### src/hdl/i2cbr_pkg.sv
`timescale 1ns / 1ps
// ----------------------------------------------------------------------------
// i2cbr_pkg
// types, codes and helpers for the i2c bus-clear sequencer
// ----------------------------------------------------------------------------
package i2cbr_pkg;

	// delay timer width
	localparam int unsigned TIMER_BITS = 16;
	localparam int unsigned HALF_W     = 16;
	localparam int unsigned CNT_W      = 4;
	localparam int unsigned PHASE_W    = 4;
	localparam int unsigned OUTCOME_W  = 3;
	localparam int unsigned CFG_IDX_W  = 2;
	localparam int unsigned CFG_DATA_W = 16;

	typedef logic [TIMER_BITS-1:0] timer_t;
	typedef logic [CNT_W-1:0]      cnt_t;
	typedef logic [PHASE_W-1:0]    phase_t;
	typedef logic [OUTCOME_W-1:0]  outcome_t;
	typedef logic [CFG_IDX_W-1:0]  cfg_idx_t;

	localparam timer_t TIMER_ONE = timer_t'(1);

	// register indexes
	localparam cfg_idx_t REG_HALF_PERIOD = 2'd0;
	localparam cfg_idx_t REG_STRETCH     = 2'd1;
	localparam cfg_idx_t REG_MAX_PULSES  = 2'd2;

	// reset values of the registers
	localparam logic [HALF_W-1:0] HALF_PERIOD_RST = 16'd5;
	localparam cnt_t              STRETCH_RST     = 4'd3;
	localparam cnt_t              MAX_PULSES_RST  = 4'd9;

	// sequencer phases
	localparam phase_t PH_IDLE       = 4'd0;
	localparam phase_t PH_TRY_INIT   = 4'd1;
	localparam phase_t PH_DELAY_PRE  = 4'd2;
	localparam phase_t PH_TRY_PULSE  = 4'd3;
	localparam phase_t PH_CLK_HIGH   = 4'd4;
	localparam phase_t PH_CLK_LOW    = 4'd5;
	localparam phase_t PH_STOP_SETUP = 4'd6;
	localparam phase_t PH_TRY_STOP   = 4'd7;
	localparam phase_t PH_STOP_HIGH  = 4'd8;
	localparam phase_t PH_STOP_CHECK = 4'd9;
	localparam phase_t PH_STOP_TAIL  = 4'd10;

	// outcome codes
	localparam outcome_t OUT_NONE    = 3'd0;
	localparam outcome_t OUT_FINE    = 3'd1;
	localparam outcome_t OUT_RECOV   = 3'd2;
	localparam outcome_t OUT_STUCK   = 3'd3;
	localparam outcome_t OUT_SDA_LOW = 3'd4;

	// half-period load value: zero acts as one, saturate to timer range
	function automatic timer_t delay_load(input logic [HALF_W-1:0] half);
		logic [31:0] lim;
		logic [31:0] v;
		lim = 32'hFFFF_FFFF >> (32 - TIMER_BITS);
		v   = {{(32-HALF_W){1'b0}}, half};
		if (v > lim) begin
			v = lim;
		end
		if (v == 32'd0) begin
			v = 32'd1;
		end
		return v[TIMER_BITS-1:0];
	endfunction

endpackage

### src/hdl/i2c_bus_recovery.sv
`timescale 1ns / 1ps
// ----------------------------------------------------------------------------
// i2c_bus_recovery
// bus-clear sequencer: release, scl stretch retries, up to N clock pulses,
// stop generation, outcome report; one time tick per input beat
// ----------------------------------------------------------------------------
// channel | direction | handshake            | payload
// in      | input     | in_valid / in_stall  | action, force_req, scl_level, sda_level
// out     | output    | out_valid / out_stall| scl_pull_low, sda_pull_low, busy_res,
//         |           |                      | finished, outcome
// cfg     | input     | cfg_we               | cfg_index, cfg_data
//
// one tick beat is taken every cycle unless in_stall is high; its result beat appears in the next cycle
// from the output register, set by the single next-state stage
// in_stall is high only while a result beat is held and out_stall is high
// arst_n clears the sequencer to idle and the registers to 5 / 3 / 9
// ----------------------------------------------------------------------------
module i2c_bus_recovery (
	input  logic                              clk,
	input  logic                              arst_n,
	// tick channel
	input  logic                              in_valid,
	output logic                              in_stall,
	input  logic                              action,
	input  logic                              force_req,
	input  logic                              scl_level,
	input  logic                              sda_level,
	// result channel
	output logic                              out_valid,
	input  logic                              out_stall,
	output logic                              scl_pull_low,
	output logic                              sda_pull_low,
	output logic                              busy_res,
	output logic                              finished,
	output logic [i2cbr_pkg::OUTCOME_W-1:0]   outcome,
	// register writes
	input  logic                              cfg_we,
	input  logic [i2cbr_pkg::CFG_IDX_W-1:0]   cfg_index,
	input  logic [i2cbr_pkg::CFG_DATA_W-1:0]  cfg_data
);

	// configuration registers
	logic [i2cbr_pkg::HALF_W-1:0] half_q;
	i2cbr_pkg::cnt_t              stretch_q;
	i2cbr_pkg::cnt_t              max_pulses_q;

	// sequencer state
	i2cbr_pkg::phase_t   phase_q, phase_n;
	i2cbr_pkg::timer_t   wait_q, wait_n;
	i2cbr_pkg::cnt_t     pulse_q, pulse_n;
	i2cbr_pkg::cnt_t     try_q, try_n;
	logic                scl_q, scl_n;
	logic                sda_q, sda_n;
	i2cbr_pkg::outcome_t last_q, last_n;
	logic                fin;

	// helpers
	i2cbr_pkg::timer_t   load;
	logic                dly_done;
	i2cbr_pkg::timer_t   dly_next;
	logic                try_pend;
	i2cbr_pkg::cnt_t     try_cnt;
	logic                try_stuck;
	i2cbr_pkg::cnt_t     pulse_inc;

	// output register
	logic                out_valid_q;
	logic                scl_out_q, sda_out_q, busy_q, fin_q;
	i2cbr_pkg::outcome_t outcome_q;

	logic                in_acc;

	assign in_stall = out_valid_q & out_stall;
	assign in_acc   = in_valid & ~in_stall;

	// register writes
	always_ff @(posedge clk or negedge arst_n) begin
		if (!arst_n) begin
			half_q       <= i2cbr_pkg::HALF_PERIOD_RST;
			stretch_q    <= i2cbr_pkg::STRETCH_RST;
			max_pulses_q <= i2cbr_pkg::MAX_PULSES_RST;
		end else if (cfg_we) begin
			unique case (cfg_index)
				i2cbr_pkg::REG_HALF_PERIOD: half_q <= cfg_data;
				i2cbr_pkg::REG_STRETCH:     stretch_q <= cfg_data[i2cbr_pkg::CNT_W-1:0];
				i2cbr_pkg::REG_MAX_PULSES:  max_pulses_q <= cfg_data[i2cbr_pkg::CNT_W-1:0];
				default: ;
			endcase
		end
	end

	// shared delay and retry terms
	assign load      = i2cbr_pkg::delay_load(half_q);
	assign dly_done  = (wait_q <= i2cbr_pkg::TIMER_ONE);
	assign dly_next  = dly_done ? '0 : (wait_q - i2cbr_pkg::TIMER_ONE);
	assign try_pend  = (wait_q > i2cbr_pkg::TIMER_ONE);
	assign try_cnt   = (wait_q != '0) ? (try_q + 4'd1) : try_q;
	assign try_stuck = (try_cnt >= stretch_q);
	assign pulse_inc = pulse_q + 4'd1;

	// next state for one tick
	always_comb begin
		phase_n = phase_q;
		wait_n  = wait_q;
		pulse_n = pulse_q;
		try_n   = try_q;
		scl_n   = scl_q;
		sda_n   = sda_q;
		last_n  = last_q;
		fin     = 1'b0;
		unique case (phase_q)
			i2cbr_pkg::PH_IDLE: begin
				if (action) begin
					if (!force_req && scl_level && sda_level) begin
						last_n = i2cbr_pkg::OUT_FINE;
						fin    = 1'b1;
					end else begin
						scl_n = 1'b0;
						sda_n = 1'b0;
						if (!scl_level) begin
							phase_n = i2cbr_pkg::PH_TRY_INIT;
							try_n   = '0;
							wait_n  = '0;
						end else begin
							phase_n = i2cbr_pkg::PH_DELAY_PRE;
							wait_n  = load;
						end
					end
				end
			end
			i2cbr_pkg::PH_TRY_INIT, i2cbr_pkg::PH_TRY_PULSE, i2cbr_pkg::PH_TRY_STOP: begin
				scl_n = 1'b0;
				if (try_pend) begin
					wait_n = dly_next;
				end else begin
					try_n = try_cnt;
					if (try_stuck) begin
						last_n = i2cbr_pkg::OUT_STUCK;
						fin    = 1'b1;
					end else begin
						wait_n = load;
						if (scl_level) begin
							unique case (phase_q)
								i2cbr_pkg::PH_TRY_INIT:  phase_n = i2cbr_pkg::PH_DELAY_PRE;
								i2cbr_pkg::PH_TRY_PULSE: phase_n = i2cbr_pkg::PH_CLK_HIGH;
								default:                 phase_n = i2cbr_pkg::PH_STOP_HIGH;
							endcase
						end
					end
				end
			end
			i2cbr_pkg::PH_DELAY_PRE: begin
				wait_n = dly_next;
				if (dly_done) begin
					pulse_n = '0;
					if (max_pulses_q == '0) begin
						sda_n   = 1'b1;
						phase_n = i2cbr_pkg::PH_STOP_SETUP;
						wait_n  = load;
					end else begin
						phase_n = i2cbr_pkg::PH_TRY_PULSE;
						try_n   = '0;
						wait_n  = '0;
					end
				end
			end
			i2cbr_pkg::PH_CLK_HIGH: begin
				wait_n = dly_next;
				if (dly_done) begin
					scl_n   = 1'b1;
					phase_n = i2cbr_pkg::PH_CLK_LOW;
					wait_n  = load;
				end
			end
			i2cbr_pkg::PH_CLK_LOW: begin
				wait_n = dly_next;
				if (dly_done) begin
					pulse_n = pulse_inc;
					if (sda_level || (pulse_inc >= max_pulses_q)) begin
						sda_n   = 1'b1;
						phase_n = i2cbr_pkg::PH_STOP_SETUP;
						wait_n  = load;
					end else begin
						phase_n = i2cbr_pkg::PH_TRY_PULSE;
						try_n   = '0;
						wait_n  = '0;
					end
				end
			end
			i2cbr_pkg::PH_STOP_SETUP: begin
				wait_n = dly_next;
				if (dly_done) begin
					phase_n = i2cbr_pkg::PH_TRY_STOP;
					try_n   = '0;
					wait_n  = '0;
				end
			end
			i2cbr_pkg::PH_STOP_HIGH: begin
				wait_n = dly_next;
				if (dly_done) begin
					sda_n   = 1'b0;
					phase_n = i2cbr_pkg::PH_STOP_CHECK;
				end
			end
			i2cbr_pkg::PH_STOP_CHECK: begin
				last_n  = sda_level ? i2cbr_pkg::OUT_RECOV : i2cbr_pkg::OUT_SDA_LOW;
				phase_n = i2cbr_pkg::PH_STOP_TAIL;
				wait_n  = load;
			end
			i2cbr_pkg::PH_STOP_TAIL: begin
				wait_n = dly_next;
				if (dly_done) begin
					fin = 1'b1;
				end
			end
			default: begin
				phase_n = i2cbr_pkg::PH_IDLE;
			end
		endcase
		// sequence end releases both lines
		if (fin) begin
			phase_n = i2cbr_pkg::PH_IDLE;
			scl_n   = 1'b0;
			sda_n   = 1'b0;
			wait_n  = '0;
		end
	end

	// state update on each accepted tick
	always_ff @(posedge clk or negedge arst_n) begin
		if (!arst_n) begin
			phase_q <= i2cbr_pkg::PH_IDLE;
			wait_q  <= '0;
			pulse_q <= '0;
			try_q   <= '0;
			scl_q   <= 1'b0;
			sda_q   <= 1'b0;
			last_q  <= i2cbr_pkg::OUT_NONE;
		end else if (in_acc) begin
			phase_q <= phase_n;
			wait_q  <= wait_n;
			pulse_q <= pulse_n;
			try_q   <= try_n;
			scl_q   <= scl_n;
			sda_q   <= sda_n;
			last_q  <= last_n;
		end
	end

	// result beat valid
	always_ff @(posedge clk or negedge arst_n) begin
		if (!arst_n) begin
			out_valid_q <= 1'b0;
		end else if (in_acc) begin
			out_valid_q <= 1'b1;
		end else if (!out_stall) begin
			out_valid_q <= 1'b0;
		end
	end

	// result beat payload
	always_ff @(posedge clk) begin
		if (in_acc) begin
			scl_out_q <= scl_n;
			sda_out_q <= sda_n;
			busy_q    <= (phase_n != i2cbr_pkg::PH_IDLE);
			fin_q     <= fin;
			outcome_q <= fin ? last_n : i2cbr_pkg::OUT_NONE;
		end
	end

	assign out_valid    = out_valid_q;
	assign scl_pull_low = scl_out_q;
	assign sda_pull_low = sda_out_q;
	assign busy_res     = busy_q;
	assign finished     = fin_q;
	assign outcome      = outcome_q;

endmodule

### config.mk
export PLATFORM = sky130hd
export DESIGN_NAME = i2c_bus_recovery
export DESIGN_NICKNAME = d
export VERILOG_FILES = /design/src/hdl/i2cbr_pkg.sv /design/src/hdl/i2c_bus_recovery.sv
export SDC_FILE = /design/constraint.sdc
export NUM_CORES = 1
export LEC_CHECK = 0
export BUFFER_PORTS_ARGS = -buffer_cell sky130_fd_sc_hd__buf_2
export CAP_MARGIN = 5
export CELL_PAD_IN_SITES_DETAIL_PLACEMENT = 1
export CELL_PAD_IN_SITES_GLOBAL_PLACEMENT = 2
export CORE_ASPECT_RATIO = 0.7
export CORE_MARGIN = 3
export CORE_UTILIZATION = 38
export DETAILED_ROUTE_END_ITERATION = 16
export PLACE_DENSITY = 0.88
export SLEW_MARGIN = 15
export SYNTH_ARGS = -nofsm -noshare
export SYNTH_HDL_FRONTEND = slang
export SYNTH_SLANG_ARGS = --single-unit
### constraint.sdc
create_clock -name clk -period 4.88 [get_ports clk]
set_clock_uncertainty 0.1 [all_clocks]
set_input_delay 0.976 -clock clk [delete_from_list [all_inputs] [get_ports clk]]
set_output_delay 0.976 -clock clk [all_outputs]
set_load 0.005 [all_outputs]
Word level (Yosys, flattened, before mapping)
Index checks and enable logic that the tools add are counted.
{"block": "op_classes", "bitwise_logic": 3, "n_addsub": 3, "n_reduce_logical": 21, "magnitude_cmp": 4, "eq_ne": 25, "muxes": 72}
{"cell": "$mux 16", "n": 14}
{"cell": "$pmux 16 s8", "n": 1}
{"cell": "$mux 4", "n": 22}
{"cell": "$pmux 4 s9", "n": 1}
{"cell": "$mux 3", "n": 7}
{"cell": "$pmux 4 s5", "n": 1}
{"cell": "$mux 1", "n": 19}
{"cell": "$ne 2x2->1 const B", "n": 9}
{"cell": "$eq 4x3->1 const B", "n": 4}
{"cell": "$gt 16x1->1 const B", "n": 1}
{"cell": "$le 16x1->1 const B", "n": 1}
{"cell": "$logic_not 16->1", "n": 1}
{"cell": "$pmux 4 s2", "n": 2}
{"cell": "$reduce_bool 16->1", "n": 1}
{"cell": "$sub 16x1->16 const B", "n": 1}
{"cell": "$eq 4x4->1 const B", "n": 3}
{"cell": "$reduce_and 11->1", "n": 1}
{"cell": "$pmux 3 s3", "n": 1}
{"cell": "$reduce_bool 9->1", "n": 1}
{"cell": "$add 4x1->4 const B", "n": 2}
{"cell": "$eq 4x2->1 const B", "n": 2}
{"cell": "$ge 4x4->1", "n": 2}
{"cell": "$logic_not 4->1", "n": 2}
{"cell": "$ne 3x3->1 const B", "n": 2}
{"cell": "other kinds (22)", "n": 27}
{"block": "totals", "reg_bits": 65}

Longest topological paths before layout
{"block": "depth", "depth_word": 8, "ltp_mapped": 14, "ltp_nobuf": 13}

Worst setup path after synthesis
OpenSTA, ideal clock, no wires.
{"block": "synth_timing", "path_kind": "flip-flop to flip-flop", "startpoint": "reg wait_q[12]", "endpoint": "reg wait_q[9]", "n_path_buf": 1, "period_less_slack_ps": 3492, "arrival_ps": 3326, "stages_incl_launch_ff": 14, "slack_ps": 1388, "cell_sequence": "dfrtp_1 nor4_1 and4_1 nand2_1 xnor2_1 ha_1 nand2b_1 a2111oi_2 o31ai_1 a21oi_2 nand4_1 a311oi_4 buf_6 a221o_1"}
{"block": "synth_via", "elab_chain_len": 8}
{"item": "from (decl)", "line_no": "i2c_bus_recovery.sv:49", "rtl": "i2cbr_pkg::timer_t wait_q, wait_n;"}
{"item": "from (signal assigned)", "line_no": "i2c_bus_recovery.sv:241", "rtl": "wait_q <= wait_n;"}
{"item": "$reduce_bool 16->1", "line_no": "i2c_bus_recovery.sv:97", "rtl": "assign try_cnt = (wait_q != '0) ? (try_q + 4'd1) : try_q;"}
{"item": "$mux 4", "line_no": "i2c_bus_recovery.sv:97"}
{"item": "$ge 4x4->1", "line_no": "i2c_bus_recovery.sv:98", "rtl": "assign try_stuck = (try_cnt >= stretch_q);"}
{"item": "$mux 1", "line_no": "i2c_bus_recovery.sv:137", "rtl": "if (try_stuck) begin"}
{"item": "$mux 1", "line_no": "i2c_bus_recovery.sv:133", "rtl": "if (try_pend) begin"}
{"item": "$pmux 1 s3", "line_no": "i2c_bus_recovery.sv:111", "rtl": "unique case (phase_q)"}
{"item": "$reduce_bool 9->1 (no line), or another cell as far along"}
{"item": "$reduce_and 5->1 (no line)"}
Parallel ways exist; a longest one is shown, timed or not.
A chain may end at the register's enable or synchronous reset.

Worst setup path in the final report
{"block": "layout_timing", "startpoint": "reg wait_q[5]", "endpoint": "reg wait_q[6]"}
The elaborated chain is that of the path after synthesis.

==> run metrics <==
first-pass GRT wire length 18,800 um; final-report max-slew violation count 0; Synth cell types 64; Clock power frac 25.2%; final cell count without fillers 574; Hold Violations, Final 0; share of cells above drive strength 1 25.6%; Die Y 91.2 um; leak pwr 1.93 nW; hold path cells 2; post-route ant nets 0; Final setup violation count 0; Core Rows 30; Psw 0.957 mW; Placed Cells 558; first drt pass iteration count 5; Root Driver clkbuf_16; CTS tree done; Hold Crit Class reg -> reg; switching share of power 40.2%; Pint 1.43 mW; Post-synth ARST share 89.2%; Post-Syn Nets 450; Max-Cap Viols 0; post-synthesis instance total 410; TNS Setup 0 ns; Setup crit start kind register; vias in the first global route 3,531; Core Box Area 9910 sq um; CP Cell Sequence nor4_1 -> and4_1 -> nand2_1 -> mux2_2 -> ha_1 -> a2111oi_2 -> o31ai_1 -> a21oi_2 -> buf_4 -> nand4_1 -> a311oi_4 -> a221o_2; DP Worst Slack 0.647 ns; Die Wd 128 um; Final nets 481; slack of the worst reg-to-reg path 0.67 ns; die footprint 11,700 sq um; DR vias/cell 5.85; Max rail drop VDD 0.000212 V; part of the power in combinational logic 37.2%; Pwr Density 528 nW/um^2; Setup Fix Bufs, Post-CTS 0; worst hold slack 0.391 ns; Worst-path clk slew 0.06 ns; largest net degree at the start of global routing 59; syn_area_per_cell 9.62 sq um; Metal-1 WL 5630 um; hpwl dp 8210 um; f_max 0.238 GHz; drt wl/cell 19.4 um; ANT cells 0; highest metal used met4; Worst EP required 5.05 ns; final global-route overflow total 0; Final GP Congestion 0.862; total number of yosys warnings 0; Routed WL 11,100 um; Iter 0 DRT Violations 208; Tot GR Track Use 20.4%; Clock Sinks 65; Top FF cell, synth dfrtp_1; Final Util 45.5%; crit path max fanout 14; H-tree level count 3; CTS max path bufs 2; Post-synth EDFFs 7; vias 3,360; RSZ-0062 raised after global routing no; Seq cells post-synth 65; area grow syn2layout 14.4%; Final Critical Period 4.21 ns; residual DRC count 0; Crit. End Element register; cell count of the worst reg-to-reg path 12; power share of the sequential group 37.6%; Port-buffer cells 35; final critical-path share of the clock period 86.2%; Max-Slew Margin vs Limit 35.4%; WS Path Type reg -> reg; CP max stage cell a311oi_4; initial antenna violation count 0; I/O pin count 36; total CTS buffers 9; Starting Density 39.8%; worst-skew pair later-pin latency 0.34 ns; crit path DAT 4.38 ns; post-synthesis sequential area ratio 42.3%; status completed; WL met2 4690 um; Cell Area, Synth 3940 sq um; delay of the slowest critical-path stage 0.68 ns; final worst setup slack 0.671 ns; post_cts resized 0; Worst Tran Pin Value 0.961 ns; metal3 WL 675 um; Post-CTS Hold Fix Bufs 0
## per-layer routing
layer	up-vias	GRT usage, %
met2	82	28.3
met1	1676	30.5
met5	-	0
met3	14	6.06
li1	1588	-
met4	0	5.57
## kinds of logic (layout without fill, tap and decap cells)
family                   Yosys count  count (layout)  synth area share, %
AND/OR/NAND/NOR                  153             153                 20.7
AO/OA/AOI/OAI                    108             108                 19.7
buffers and inverters             36              72                 3.68
multiplexers                      27              27                 7.68
XOR/XNOR                           8               8                 1.78
adder cells (fa/ha/maj)           13              13                 4.12
flip-flops                        65              65                 42.3
## layout make-up
cell class | count | area [sq um]
clock buffers | 9 | 225
clock inverters | 7 | 52.6
fillers | 1175 | 5400
inverters | 17 | 63.8
multi-input cells | 309 | 2130
flip-flops and latches | 65 | 1670
well taps | 128 | 160
repair buffers | 39 | 205
## per-stage QoR
step                power, mW  area (sq um)
floorplan                1.51          3940
global placement         1.73          4230
detailed placement       1.78          4230
CTS                      2.40          4510
global route             2.56          4510
finish                   2.38          4510
## critical path: cells and delay by family (launching register included)
kind	cells	cell delay, ns
AOI/OAI and AO/OA	5	1.67
adders and majority gates	1	0.31
buffers and inverters	1	0.18
DFF	1	0.45
muxes	1	0.33
and+or+nand+nor	4	1.09
## cells in the final DEF, fill, tap and decap left out, drive strengths merged, types with 11 or more instances in the layout
cell type / instances
dfrtp: 52
inv: 20
ha: 13
nor3: 15
o21ai: 38
a21oi: 16
or2: 11
nor4: 12
buf: 39
nand2: 30
nor2: 33
mux2: 26
## path summary, 6_finish.rpt
kind	from	to
worst max-delay path	wait_q[5]$_DFFE_PN0P_	wait_q[6]$_DFFE_PN0P_
worst min-delay path	last_q[2]$_DFFE_PN0P_	last_q[2]$_DFFE_PN0P_
worst max register to register	wait_q[5]$_DFFE_PN0P_	wait_q[6]$_DFFE_PN0P_
worst min register to register	last_q[2]$_DFFE_PN0P_	last_q[2]$_DFFE_PN0P_
max in group asynchronous	arst_n	scl_q$_DFFE_PN0P_
min in group asynchronous	arst_n	sda_q$_DFFE_PN0P_
## registers in the layout, indices dropped and copies added (netlist names)
signal        flops
half_q           16
wait_q           16
max_pulses_q      4
phase_q           4
pulse_q           4
stretch_q         4
try_q             4
last_q            3
outcome           3
busy_res          1
finished          1
out_valid         1
scl_pull_low      1
scl_q             1
sda_pull_low      1
sda_q             1
## power groups by stage
stage	clock network [mW]	logic (mW)	registers, mW
3_5_place_dp	0	0.880	0.900
3_3_place_gp	0	0.843	0.891
5_1_grt	0.640	0.998	0.927
2_1_floorplan	0	0.713	0.796
6_report	0.599	0.886	0.897
4_1_cts	0.618	0.886	0.893
## Yosys cell counts, types with 6 or more instances
master	count	area [sq um]
a21oi_1	15	75.1
a221o_1	6	60.1
clkbuf_1	13	48.8
dfrtp_1	52	1300
dfstp_2	6	158
edfxtp_1	7	210
ha_1	13	163
inv_1	17	63.8
mux2_2	26	293
nand2_1	30	113
nand2b_1	6	37.5
nand3_1	9	45.0
nor2_1	32	120
nor2b_1	10	62.6
nor3_1	15	75.1
nor4_1	12	75.1
o21ai_0	36	180
or2_2	8	50.1
xnor2_1	6	52.6
Note: power is estimated with default switching activity, not from simulation.
